## src/hw/rtl/mbhr_pkg.sv

```systemverilog
package mbhr_pkg;

   localparam logic [7:0] FN_READ       = 8'h03;
   localparam logic [7:0] FN_WRITE_ONE  = 8'h06;
   localparam logic [7:0] FN_WRITE_MANY = 8'h10;

   localparam int unsigned HDR_KEEP   = 13;
   localparam int unsigned MBAP_BYTES = 6;
   localparam int unsigned MIN_FRAME  = 12;
   localparam int unsigned MIN_MANY   = 13;
   localparam int unsigned DATA_AT    = 9;
   localparam int unsigned ECHO_LAST  = 11;

   typedef enum logic [2:0] {
      ST_CLEAR,
      ST_RX,
      ST_WR_HI,
      ST_WR_LO,
      ST_EMIT,
      ST_FETCH
   } state_type;

   typedef enum logic [1:0] {
      KIND_READ,
      KIND_WRITE_ONE,
      KIND_WRITE_MANY
   } kind_type;

endpackage

```

## src/hw/rtl/mbhr_if.sv

```systemverilog
interface mbhr_req_if;
   logic       valid;
   logic       ready;
   logic [7:0] rx_byte;
   modport source (output valid, output rx_byte, input ready);
   modport sink   (input valid, input rx_byte, output ready);
endinterface

interface mbhr_rsp_if;
   logic       valid;
   logic       ready;
   logic [7:0] tx_byte;
   logic       last;
   modport source (output valid, output tx_byte, output last, input ready);
   modport sink   (input valid, input tx_byte, input last, output ready);
endinterface

```

## src/hw/rtl/mbhr_ram.sv

```systemverilog
module mbhr_ram #(
   parameter int unsigned WIDTH = 8,
   parameter int unsigned DEPTH = 256
) (
   input  logic                     clock,
   input  logic                     we,
   input  logic [$clog2(DEPTH)-1:0] waddr,
   input  logic [WIDTH-1:0]         wdata,
   input  logic [$clog2(DEPTH)-1:0] raddr,
   output logic [WIDTH-1:0]         rdata
);
   logic [WIDTH-1:0] mem [DEPTH];
   logic [WIDTH-1:0] rdata_ff;

   always_ff @(posedge clock) begin
      if (we) begin
         mem[waddr] <= wdata;
      end
      rdata_ff <= mem[raddr];
   end

   assign rdata = rdata_ff;
endmodule

```

## src/hw/rtl/modbus_tcp_holding_register_slave.sv

```systemverilog
// Modbus TCP holding-register server. Request bytes enter one per cycle on req_bus and are framed
// by the MBAP length (frame = length + 6 bytes); functions 0x03, 0x06 and 0x10 act on a
// byte-wide register store of REG_BYTES bytes held in a single RAM, and invalid frames are
// consumed without a response. While a frame is arriving a byte is taken every cycle, with 0x10
// data written as it arrives. After the last byte of a frame that answers, the block stops taking
// bytes while it sends the response: echoed bytes are loaded straight into the output register and
// each read data byte takes a RAM read and then a load, and 0x06 first makes two writes on the single
// RAM write port before its 12-byte echo. After reset a clearing pass writes zero to every byte of
// the store in turn, and no byte is taken until it ends.
module modbus_tcp_holding_register_slave #(
   parameter int unsigned REG_BYTES     = 256,
   parameter int unsigned MAX_READ_REGS = 16
) (
   input  logic       clock,
   input  logic       reset,
   mbhr_req_if.sink   req_bus,
   mbhr_rsp_if.source rsp_bus
);
   localparam int unsigned AW = $clog2(REG_BYTES);
   localparam int unsigned KW = $clog2(mbhr_pkg::DATA_AT + 2 * MAX_READ_REGS + 1);
   localparam logic [17:0] RB = 18'(REG_BYTES);

   mbhr_pkg::state_type state_ff, state_in;
   mbhr_pkg::kind_type  kind_ff, kind_in;
   logic [16:0]   pos_ff, pos_in;
   logic [16:0]   total_ff, total_in;
   logic          rej_ff, rej_in;
   logic [7:0]    hdr_ff [mbhr_pkg::HDR_KEEP];
   logic [7:0]    hdr_nx [mbhr_pkg::HDR_KEEP];
   logic [KW-1:0] k_ff, k_in;
   logic [AW-1:0] clr_ff, clr_in;
   logic          out_valid_ff, out_valid_in;
   logic [7:0]    out_byte_ff, out_byte_in;
   logic          out_last_ff, out_last_in;

   logic          acc;
   logic [7:0]    rx;
   logic [16:0]   total_now;
   logic [7:0]    fn;
   logic [16:0]   addr2;
   logic [15:0]   qty;
   logic [16:0]   qty2;
   logic [7:0]    bc;
   logic          fn_bad, many_bad, rej_nx, frame_end, many_wr;
   logic          read_ok, wr1_ok, many_ok, respond;
   mbhr_pkg::kind_type kind_nx;
   logic [16:0]   addr2_q;
   logic [15:0]   qty_q;
   logic [KW-1:0] last_k;
   logic          out_free, data_byte;
   logic [15:0]   rsp_len;
   logic [7:0]    echo_byte;
   logic          mem_we;
   logic [AW-1:0] mem_waddr, mem_raddr;
   logic [7:0]    mem_wdata, mem_rdata;

   mbhr_ram #(.WIDTH(8), .DEPTH(REG_BYTES)) u_store (
      .clock (clock),
      .we    (mem_we),
      .waddr (mem_waddr),
      .wdata (mem_wdata),
      .raddr (mem_raddr),
      .rdata (mem_rdata)
   );

   assign rx  = req_bus.rx_byte;
   assign acc = req_bus.valid && req_bus.ready;

   always_comb begin
      hdr_nx = hdr_ff;
      if (pos_ff < 17'(mbhr_pkg::HDR_KEEP)) begin
         hdr_nx[pos_ff[3:0]] = rx;
      end
   end

   always_comb begin
      total_now = (pos_ff == 17'd5) ? ({1'b0, hdr_nx[4], hdr_nx[5]} + 17'(mbhr_pkg::MBAP_BYTES))
                                    : total_ff;
      fn    = hdr_nx[7];
      addr2 = {hdr_nx[8], hdr_nx[9], 1'b0};
      qty   = {hdr_nx[10], hdr_nx[11]};
      qty2  = {qty, 1'b0};
      bc    = hdr_nx[12];
      fn_bad = (fn != mbhr_pkg::FN_READ) && (fn != mbhr_pkg::FN_WRITE_ONE)
               && (fn != mbhr_pkg::FN_WRITE_MANY);
      many_bad = (qty == 16'd0) || (17'(bc) != qty2)
                 || (17'(mbhr_pkg::MIN_MANY) + 17'(bc) > total_now)
                 || (18'(addr2) + 18'(bc) > RB);
      rej_nx = rej_ff
               || (pos_ff == 17'd5 && total_now < 17'(mbhr_pkg::MIN_FRAME))
               || (pos_ff == 17'd7 && fn_bad)
               || (pos_ff == 17'd12 && fn == mbhr_pkg::FN_WRITE_MANY && many_bad);
      frame_end = (pos_ff >= 17'd5) && (18'(pos_ff) + 18'd1 >= 18'(total_now));
      many_wr = (pos_ff >= 17'(mbhr_pkg::HDR_KEEP)) && (fn == mbhr_pkg::FN_WRITE_MANY)
                && !rej_ff && (pos_ff - 17'(mbhr_pkg::HDR_KEEP) < 17'(bc));
      read_ok = (qty != 16'd0) && (qty <= 16'(MAX_READ_REGS))
                && (18'(addr2) + 18'(qty2) <= RB);
      wr1_ok  = 18'(addr2) + 18'd2 <= RB;
      many_ok = total_now >= 17'(mbhr_pkg::MIN_MANY);
      kind_nx = mbhr_pkg::KIND_WRITE_MANY;
      respond = 1'b0;
      if (!rej_nx) begin
         if (fn == mbhr_pkg::FN_READ) begin
            kind_nx = mbhr_pkg::KIND_READ;
            respond = read_ok;
         end else if (fn == mbhr_pkg::FN_WRITE_ONE) begin
            kind_nx = mbhr_pkg::KIND_WRITE_ONE;
            respond = wr1_ok;
         end else if (fn == mbhr_pkg::FN_WRITE_MANY) begin
            respond = many_ok;
         end
      end
   end

   always_comb begin
      addr2_q   = {hdr_ff[8], hdr_ff[9], 1'b0};
      qty_q     = {hdr_ff[10], hdr_ff[11]};
      last_k    = (kind_ff == mbhr_pkg::KIND_READ)
                  ? KW'(17'(mbhr_pkg::DATA_AT) - 17'd1 + {qty_q, 1'b0})
                  : KW'(mbhr_pkg::ECHO_LAST);
      out_free  = !out_valid_ff || rsp_bus.ready;
      data_byte = (kind_ff == mbhr_pkg::KIND_READ) && (k_ff >= KW'(mbhr_pkg::DATA_AT));
      rsp_len   = (kind_ff == mbhr_pkg::KIND_READ) ? (qty_q[14:0] * 2'd2 + 16'd3) : 16'd6;
      case (k_ff)
         KW'(0):  echo_byte = hdr_ff[0];
         KW'(1):  echo_byte = hdr_ff[1];
         KW'(2):  echo_byte = hdr_ff[2];
         KW'(3):  echo_byte = hdr_ff[3];
         KW'(4):  echo_byte = rsp_len[15:8];
         KW'(5):  echo_byte = rsp_len[7:0];
         KW'(6):  echo_byte = hdr_ff[6];
         KW'(7):  echo_byte = hdr_ff[7];
         KW'(8):  echo_byte = (kind_ff == mbhr_pkg::KIND_READ) ? {qty_q[6:0], 1'b0}
                                                               : hdr_ff[8];
         KW'(9):  echo_byte = hdr_ff[9];
         KW'(10): echo_byte = hdr_ff[10];
         default: echo_byte = hdr_ff[11];
      endcase
   end

   always_comb begin
      state_in = state_ff;
      unique case (state_ff)
         mbhr_pkg::ST_CLEAR: begin
            if (clr_ff == AW'(REG_BYTES - 1)) begin
               state_in = mbhr_pkg::ST_RX;
            end
         end
         mbhr_pkg::ST_RX: begin
            if (acc && frame_end && respond) begin
               state_in = (kind_nx == mbhr_pkg::KIND_WRITE_ONE) ? mbhr_pkg::ST_WR_HI
                                                                : mbhr_pkg::ST_EMIT;
            end
         end
         mbhr_pkg::ST_WR_HI: state_in = mbhr_pkg::ST_WR_LO;
         mbhr_pkg::ST_WR_LO: state_in = mbhr_pkg::ST_EMIT;
         mbhr_pkg::ST_EMIT: begin
            if (out_free) begin
               if (data_byte) begin
                  state_in = mbhr_pkg::ST_FETCH;
               end else if (k_ff == last_k) begin
                  state_in = mbhr_pkg::ST_RX;
               end
            end
         end
         mbhr_pkg::ST_FETCH: begin
            state_in = (k_ff == last_k) ? mbhr_pkg::ST_RX : mbhr_pkg::ST_EMIT;
         end
         default: state_in = mbhr_pkg::ST_CLEAR;
      endcase
   end

   always_comb begin
      req_bus.ready = (state_ff == mbhr_pkg::ST_RX);
      pos_in   = pos_ff;
      total_in = total_ff;
      rej_in   = rej_ff;
      kind_in  = kind_ff;
      k_in     = k_ff;
      clr_in   = clr_ff + AW'(1);
      mem_we    = 1'b0;
      mem_waddr = AW'(addr2 + (pos_ff - 17'(mbhr_pkg::HDR_KEEP)));
      mem_wdata = rx;
      mem_raddr = AW'(addr2_q + 17'(k_ff) - 17'(mbhr_pkg::DATA_AT));
      out_valid_in = out_valid_ff && !rsp_bus.ready;
      out_byte_in  = out_byte_ff;
      out_last_in  = out_last_ff;
      unique case (state_ff)
         mbhr_pkg::ST_CLEAR: begin
            mem_we    = 1'b1;
            mem_waddr = clr_ff;
            mem_wdata = 8'd0;
         end
         mbhr_pkg::ST_RX: begin
            if (acc) begin
               mem_we = many_wr;
               if (frame_end) begin
                  pos_in   = 17'd0;
                  total_in = 17'd0;
                  rej_in   = 1'b0;
                  kind_in  = kind_nx;
                  k_in     = KW'(0);
               end else begin
                  pos_in   = pos_ff + 17'd1;
                  total_in = total_now;
                  rej_in   = rej_nx;
               end
            end
         end
         mbhr_pkg::ST_WR_HI: begin
            mem_we    = 1'b1;
            mem_waddr = AW'(addr2_q);
            mem_wdata = hdr_ff[10];
         end
         mbhr_pkg::ST_WR_LO: begin
            mem_we    = 1'b1;
            mem_waddr = AW'(addr2_q) + AW'(1);
            mem_wdata = hdr_ff[11];
         end
         mbhr_pkg::ST_EMIT: begin
            if (out_free && !data_byte) begin
               out_valid_in = 1'b1;
               out_byte_in  = echo_byte;
               out_last_in  = (k_ff == last_k);
               k_in         = k_ff + KW'(1);
            end
         end
         mbhr_pkg::ST_FETCH: begin
            out_valid_in = 1'b1;
            out_byte_in  = mem_rdata;
            out_last_in  = (k_ff == last_k);
            k_in         = k_ff + KW'(1);
         end
         default: begin
            mem_we = 1'b0;
         end
      endcase
   end

   always_ff @(posedge clock) begin
      if (reset) begin
         state_ff     <= mbhr_pkg::ST_CLEAR;
         pos_ff       <= '0;
         total_ff     <= '0;
         rej_ff       <= 1'b0;
         clr_ff       <= '0;
         k_ff         <= '0;
         out_valid_ff <= 1'b0;
      end else begin
         state_ff     <= state_in;
         pos_ff       <= pos_in;
         total_ff     <= total_in;
         rej_ff       <= rej_in;
         clr_ff       <= clr_in;
         k_ff         <= k_in;
         out_valid_ff <= out_valid_in;
      end
   end

   always_ff @(posedge clock) begin
      kind_ff     <= kind_in;
      out_byte_ff <= out_byte_in;
      out_last_ff <= out_last_in;
      if (acc) begin
         hdr_ff <= hdr_nx;
      end
   end

   assign rsp_bus.valid   = out_valid_ff;
   assign rsp_bus.tx_byte = out_byte_ff;
   assign rsp_bus.last    = out_last_ff;
endmodule

```

## src/flat_wrapper.sv

```systemverilog
// flat-port wrapper written by rule: the top's interface ports become plain ports
module modbus_tcp_holding_register_slave_flat 
#(
   parameter int unsigned REG_BYTES     = 256,
   parameter int unsigned MAX_READ_REGS = 16
)
  (clock, reset, req_bus_valid, req_bus_rx_byte, req_bus_ready, rsp_bus_valid, rsp_bus_tx_byte, rsp_bus_last, rsp_bus_ready);
  mbhr_req_if req_bus_i ();
  mbhr_rsp_if rsp_bus_i ();
  input  logic clock;
  input  logic reset;
  input wire logic [$bits(req_bus_i.valid)-1:0] req_bus_valid;
  input wire logic [$bits(req_bus_i.rx_byte)-1:0] req_bus_rx_byte;
  output wire logic [$bits(req_bus_i.ready)-1:0] req_bus_ready;
  output wire logic [$bits(rsp_bus_i.valid)-1:0] rsp_bus_valid;
  output wire logic [$bits(rsp_bus_i.tx_byte)-1:0] rsp_bus_tx_byte;
  output wire logic [$bits(rsp_bus_i.last)-1:0] rsp_bus_last;
  input wire logic [$bits(rsp_bus_i.ready)-1:0] rsp_bus_ready;
  assign req_bus_i.valid = req_bus_valid;
  assign req_bus_i.rx_byte = req_bus_rx_byte;
  assign req_bus_ready = req_bus_i.ready;
  assign rsp_bus_valid = rsp_bus_i.valid;
  assign rsp_bus_tx_byte = rsp_bus_i.tx_byte;
  assign rsp_bus_last = rsp_bus_i.last;
  assign rsp_bus_i.ready = rsp_bus_ready;
  modbus_tcp_holding_register_slave #(.REG_BYTES(REG_BYTES), .MAX_READ_REGS(MAX_READ_REGS)) u_core (.clock(clock), .reset(reset), .req_bus(req_bus_i), .rsp_bus(rsp_bus_i));
endmodule
```

## config.mk

```make
export PLATFORM = sky130hd
export DESIGN_NAME = modbus_tcp_holding_register_slave_flat
export DESIGN_NICKNAME = d
export VERILOG_FILES = /design/src/hw/rtl/mbhr_pkg.sv /design/src/hw/rtl/mbhr_if.sv /design/src/hw/rtl/mbhr_ram.sv /design/src/hw/rtl/modbus_tcp_holding_register_slave.sv /design/src/flat_wrapper.sv
export SDC_FILE = /design/constraint.sdc
export NUM_CORES = 2
export LEC_CHECK = 0
export ABC_AREA = 0
export BUFFER_PORTS_ARGS = -buffer_cell sky130_fd_sc_hd__buf_2
export CORE_MARGIN = 2
export CORE_UTILIZATION = 63
export DETAILED_ROUTE_END_ITERATION = 8
export PLACE_DENSITY = 0.79
export SYNTH_ARGS = -nofsm -noshare
export SYNTH_HDL_FRONTEND = slang
export SYNTH_SLANG_ARGS = --single-unit
```

## constraint.sdc

```tcl
create_clock -name clock -period 15 [get_ports clock]
set_clock_uncertainty 0.05 [all_clocks]
set_input_delay 0.75 -clock clock [delete_from_list [all_inputs] [get_ports clock]]
set_output_delay 0.75 -clock clock [all_outputs]
set_load 0.01 [all_outputs]
```

Yosys cells after proc, flatten, opt, wreduce, memory -nomap -nowiden
Memories as Yosys holds them, arrays and structs flattened. A register that Yosys moved wholly into a read port is not among the register bits.
Index checks and enable logic that the tools add are counted.
{"block": "totals", "latchBits": 0, "ramBits": 2048, "n_memories": 1, "reg_bits": 168, "rom_bits": 0, "elab_cells": 178, "output_inout_bits": 11, "in_bits": 12}
{"block": "op_classes", "add_sub_neg": 16, "mul": 0, "shift": 0, "n_lt_le_gt_ge": 15, "div": 0, "eq_ne": 35, "n_bitwise": 1, "n_mux": 43, "reduce_logical": 44}
{"memory": "u_core.u_store.mem", "depth": 256, "width": 8, "read_ports": 1, "rd_clocked_by_memory_dff": 1, "wr": 1, "line": "mbhr_ram.sv:12", "text": "logic [WIDTH-1:0] mem [DEPTH];"}
{"cell": "bitwise mux 104 bit", "n": 1}
{"cell": "case mux 8 bit (11 select lines)", "n": 1}
{"cell": "two-way mux 72 bit", "n": 1}
{"cell": "two-way mux 17 bit", "n": 3}
{"cell": "case mux 8 bit (3 select lines)", "n": 2}
{"cell": "<= comparator 18 x 9 -> 1 bit, second input constant", "n": 2}
{"cell": "== test 17 x 3 -> 1 bit, second input constant", "n": 2}
{"cell": ">= comparator 17 x 4 -> 1 bit, second input constant", "n": 2}
{"cell": "< comparator 17 x 4 -> 1 bit, second input constant", "n": 2}
{"cell": "demux 8 bit (select 4 bit)", "n": 1}
{"cell": "== test 6 x 3 -> 1 bit, second input constant", "n": 4}
{"cell": "two-way mux 6 bit", "n": 4}
{"cell": "two-way mux 8 bit", "n": 3}
{"cell": "two-way mux 3 bit", "n": 7}
{"cell": "logical AND 1 bit", "n": 19}
{"cell": "adder 17 x 1 -> 18 bit, second input constant", "n": 1}
{"cell": "adder 17 x 17 -> 18 bit", "n": 1}
{"cell": "adder 17 x 2 -> 18 bit, second input constant", "n": 1}
{"cell": "adder 17 x 8 -> 18 bit", "n": 1}
{"cell": "== test 6 x 4 -> 1 bit, second input constant", "n": 3}
{"cell": ">= comparator 18 x 17 -> 1 bit", "n": 1}
{"cell": "greater-than comparator 18 x 9 -> 1 bit, second input constant", "n": 1}
{"cell": "case mux 3 bit (6 select lines)", "n": 1}
{"cell": "case mux 6 bit (3 select lines)", "n": 1}
{"cell": "other kinds (56)", "n": 89}

Logic depth before layout (Yosys ltp)
{"block": "depth", "depth_word": 19, "ltp_mapped": 30, "depth_no_buf": 27}

By module
Synthesis repeated with hierarchy kept, for this count alone.
{"block": "unflattened", "hier_cells": 5286, "hier_area_um2": 92626.3}
{"module": "mbhr_ram", "n_inst": 1, "area_per_inst_um2": 79556.3, "cells_per_inst": 3733, "seq_area_each_um2": 61659.1}
{"module": "modbus_tcp_holding_register_slave", "n_inst": 1, "area_per_inst_um2": 13070.0, "cells_per_inst": 1553, "seq_area_each_um2": 4334.2}

Least setup slack after synthesis
No wires, ideal clock.
{"block": "synth_path", "path_type": "register to register", "from": "reg u_core.state_ff[0]", "to": "mem u_core.u_store.mem[0][1] (data pin)", "setup_ns": 2.187, "t_arrival_ns": 11.064, "period_less_slack_ns": 13.301, "path_buffers": 2, "setup_slack_ns": 1.699, "t_required_ns": 12.763, "path_stages_with_launch": 5, "cell_sequence": "dfxtp_1 -> clkbuf_1 -> clkbuf_1 -> mux2i_1 -> o21ai_0"}
{"block": "synth_via", "elab_chain_cells": 2, "word_cells_on_any_way": 4, "classes_between": "2 x eq/ne; 1 x mux; 1 x reduce/logical"}
{"element": "from (decl)", "line": "modbus_tcp_holding_register_slave.sv:23", "text": "mbhr_pkg::state_type state_ff, state_in;"}
{"element": "from (signal assigned)", "line": "modbus_tcp_holding_register_slave.sv:242", "text": "state_ff <= mbhr_pkg::ST_CLEAR;"}
{"element": "from (signal assigned)", "line": "modbus_tcp_holding_register_slave.sv:250", "text": "state_ff <= state_in;"}
{"element": "== test 3 x 2 -> 1 bit / logical NOT 3 bit (equally long branches)", "line": "modbus_tcp_holding_register_slave.sv:188", "text": "unique case (state_ff)"}
{"element": "case mux 8 bit (3 select lines) (*)", "line": "modbus_tcp_holding_register_slave.sv:188"}
{"element": "net u_core.mem_wdata[1]", "line": "modbus_tcp_holding_register_slave.sv:55", "text": "logic [7:0] mem_wdata, mem_rdata;"}
{"element": "to (decl)", "line": "mbhr_ram.sv:12"}
The timed path passes the listed nets; every way through them passes the cells marked *.

==> results.py <==
metrics = {
    "worst_setup_path": {
        "regToRegEndpoint": "u_core.u_store.mem[130][6]$_DFFE_PP_",
        "required_ps": 15420,
        "timing.rr.start": "u_core.pos_ff[1]$_SDFFE_PP0P_",
        "cp-end-kind": "flip-flop",
        "ff2ff_path_depth": 17,
        "start_kind": "flip-flop",
        "path_max_fanout": 16,
        "path_class": "reg -> reg",
        "rrSetupSlack_ps": 7780,
        "worstPathArrival_ps": 7640,
    },
    "global_route": {
        "grt_usage_pct": 32.9,
        "antenna_found_initial": 9,
        "grt_pass1_vias": 48200,
        "grt_pass1_wl_um": 348000,
        "grt_remaining_overflow": 0,
        "grt_max_degree": 185,
    },
    "timing": {
        "layout_min_cycle_time_ps": 7220,
        "finalWorstSetupSlack_ps": 7780,
        "hold_slack_ps": 322,
        "final_hold_viol_count": 0,
        "grt_setup_unrepaired": "false",
        "finalSetupViolations": 0,
        "finalSetupTns_ps": 0,
        "drv_slew": 0,
        "fin_crit_sh_pct": 48.1,
        "slew_headroom_pct": 7.28,
        "fmax_mhz": 138,
        "tightest_slew_ps": 1390,
    },
    "logic_synthesis": {
        "yosys.area.top_type": "edfxtp_1",
        "synth_edf_count": 2162,
        "synth_async_sr_flop_share_pct": 0,
        "ys_top_cells_by_count": "2162 x edfxtp_1, 667 x mux4_2, 399 x nor2_1",
        "ys_seq_elements": 2223,
        "synthDistinctLibCells": 91,
        "syn-num-nets": 4843,
        "synth_area_um2": 91900,
        "yosys-top-cells-area": "edfxtp_1 71%, mux4_2 16%, nor2_1 1.6%",
        "synth_top_area_share_pct": 70.7,
        "synth_cells": 4753,
        "ys_seq_area_share_pct": 72.0,
        "synth_top_flop_cell": "edfxtp_1",
        "yosysMostFrequentCell": "edfxtp_1",
        "syn_area_per_cell_um2": 19.3,
        "ys_warn_count": 0,
    },
    "floorplan": {
        "row_count": 140,
        "core_area_um2": 145000,
        "die_w_um": 386,
        "die_h_um": 386,
        "die_area_um2": 149000,
        "start_util_pct": 63.3,
        "ioPinCount": 23,
    },
    "cts": {
        "cts.sink_count": 2223,
        "post_cts_resized": 0,
        "htreeDepth": 4,
        "cts_setup_buffers": 0,
        "clkTransAtPathRegs_ps": 60,
        "ctsLongestPathBuffers": 3,
        "root_buffer": "clkbuf_16",
        "hold_buffers": 0,
        "cts_made_buffers": 209,
        "cts_tree": "done",
        "clk_latency_ps": 870,
    },
    "power": {
        "power_mw": 12.0,
        "power_leakage_nw": 25.4,
        "cellPowerDensity_nw_per_um2": 119,
        "peakVddDrop_uv": 150,
    },
    "route": {
        "postRouteAntennaNets": 0,
        "drc": 0,
        "wl_um": 240000,
        "first_pass_iters": 8,
        "vias_per_cell": 7.17,
        "wl_per_cell_um": 34.8,
        "drt_iter0_markers": 7962,
        "num_vias": 49400,
    },
    "final_layout": {
        "area_delta_synth_final_pct": 9.88,
        "drive_gt1_share_pct": 23.7,
        "final_core_util_pct": 69.5,
        "final_nets": 4875,
    },
    "hold_path": {
        "min_to": "u_core.hdr_ff[54]$_DFFE_PP_",
        "min-delay-path-class": "in -> reg",
        "hold_path_startpoint": "req_bus_rx_byte[6]",
        "hold_depth": 1,
    },
    "status": {
        "status": "finished, final reports clean",
    },
    "placed_design": {
        "dp_hpwl_um": 133000,
        "dp_slack_ps": 8060,
        "place.gp.congestion": 0.952,
        "io_buffers": 22,
    },
    "flow_run": {
        "maxCapViolCount": 0,
    },
}
==> where the power goes <==
part | internal [mW] | switching, mW | leakage (nW)
logic | 0.0113 | 0.0551 | 6.46
registers | 6.71 | 0.00397 | 15.7
clock network | 2.88 | 2.38 | 3.23
total | 9.60 | 2.44 | 25.4
==> layout by cell type, fill, tap and decap left out, types with 48 or more instances in the layout <==
cell type	instances
mux4_2	667
o21ai_0	79
clkbuf_16	211
dfxtp_1	60
nand2_1	134
ha_1	74
clkbuf_1	49
clkinv_1	48
nor2_1	399
a21oi_1	109
edfxtp_1	2162
nor3_1	56
xnor2_1	69
inv_1	78
buf_4	68
==> worst max-delay path, cell delays in order, from the launching register on <==
cell and delay, ps:
dfxtp_1 380, inv_1 170, ha_1 200, nor4b_2 460, nand4_4 390, mux2i_1 430, inv_1 230, ha_1 320
a21oi_1 150, maj3_1 220, inv_1 60, maj3_1 350, maj3_1 380, xnor2_1 170, o22a_1 250, nor2_1 910
nand2_1 850, nor2_1 850
==> kinds of logic (layout without fill, tap and decap cells) <==
family / after synthesis / count (layout) / synth area share, %
fa+ha+maj: 85 / 85 / 1.17
flops: 2223 / 2223 / 72.0
simple gates: 853 / 853 / 4.34
compound gates: 384 / 384 / 2.70
buf+inv: 359 / 573 / 1.51
mux: 741 / 741 / 17.2
xor+xnor: 108 / 108 / 1.04
other cells: 0 / 7 / 0
==> sequential cells by signal, indices dropped and copies added, names as in the netlist <==
register,count
u_core.state_ff,3
u_core.kind_ff,2
u_core.u_store.rdata,8
u_core.rej_ff,1
u_core.u_store.mem,2048
u_core.clr_ff,8
u_core.rsp_bus.tx_byte,8
u_core.rsp_bus.valid,1
u_core.k_ff,6
u_core.addr2_q,16
u_core.hdr_ff,87
u_core.rsp_bus.last,1
u_core.total_ff,17
u_core.pos_ff,17
==> through the flow <==
step,cell area [um2],cells
after floorplan,91900,4753
after global placement,94200,6491
after detailed placement,94200,6491
after CTS,101000,6884
after global routing,101000,6884
final,101000,6891
==> routing by layer <==
metal / track usage, % / vias to the layer above / part of all wire [%]
met4: 14.5 / 10 / 4.7
li1: - / 19600 / -
met5: 0 / - / 0.025
met3: 7.32 / 606 / 12
met2: 50.9 / 3819 / 48
met1: 45.9 / 25400 / 35
==> worst max-delay path by stage <==
stage	cells past startpoint	slack, ps	endpoint	from
finish	17	7780	u_core.u_store.mem[130][6]$_DFFE_PP_	u_core.pos_ff[1]$_SDFFE_PP0P_
global route	15	7540	u_core.u_store.mem[217][7]$_DFFE_PP_	u_core.pos_ff[0]$_SDFFE_PP0P_
CTS	17	7940	u_core.u_store.mem[137][7]$_DFFE_PP_	u_core.pos_ff[1]$_SDFFE_PP0P_
detailed placement	15	8060	u_core.u_store.mem[217][7]$_DFFE_PP_	u_core.pos_ff[0]$_SDFFE_PP0P_
global placement	15	8180	u_core.u_store.mem[217][7]$_DFFE_PP_	u_core.pos_ff[0]$_SDFFE_PP0P_
floorplan	4	1700	u_core.u_store.mem[0][1]$_DFFE_PP_	u_core.state_ff[0]$_SDFFE_PP0P_
==> area by class of cell <==
cell class / count / area [um2]
sequential: 2223 / 66100
fill: 8327 / 44300
multi-input combinational: 2171 / 24600
clock buffer: 263 / 5510
tap: 1917 / 2400
clock inverter: 130 / 1210
timing repair buffer: 98 / 781
inverter: 82 / 308
antenna: 7 / 17.5
Note: power is estimated with default switching activity, not from simulation.
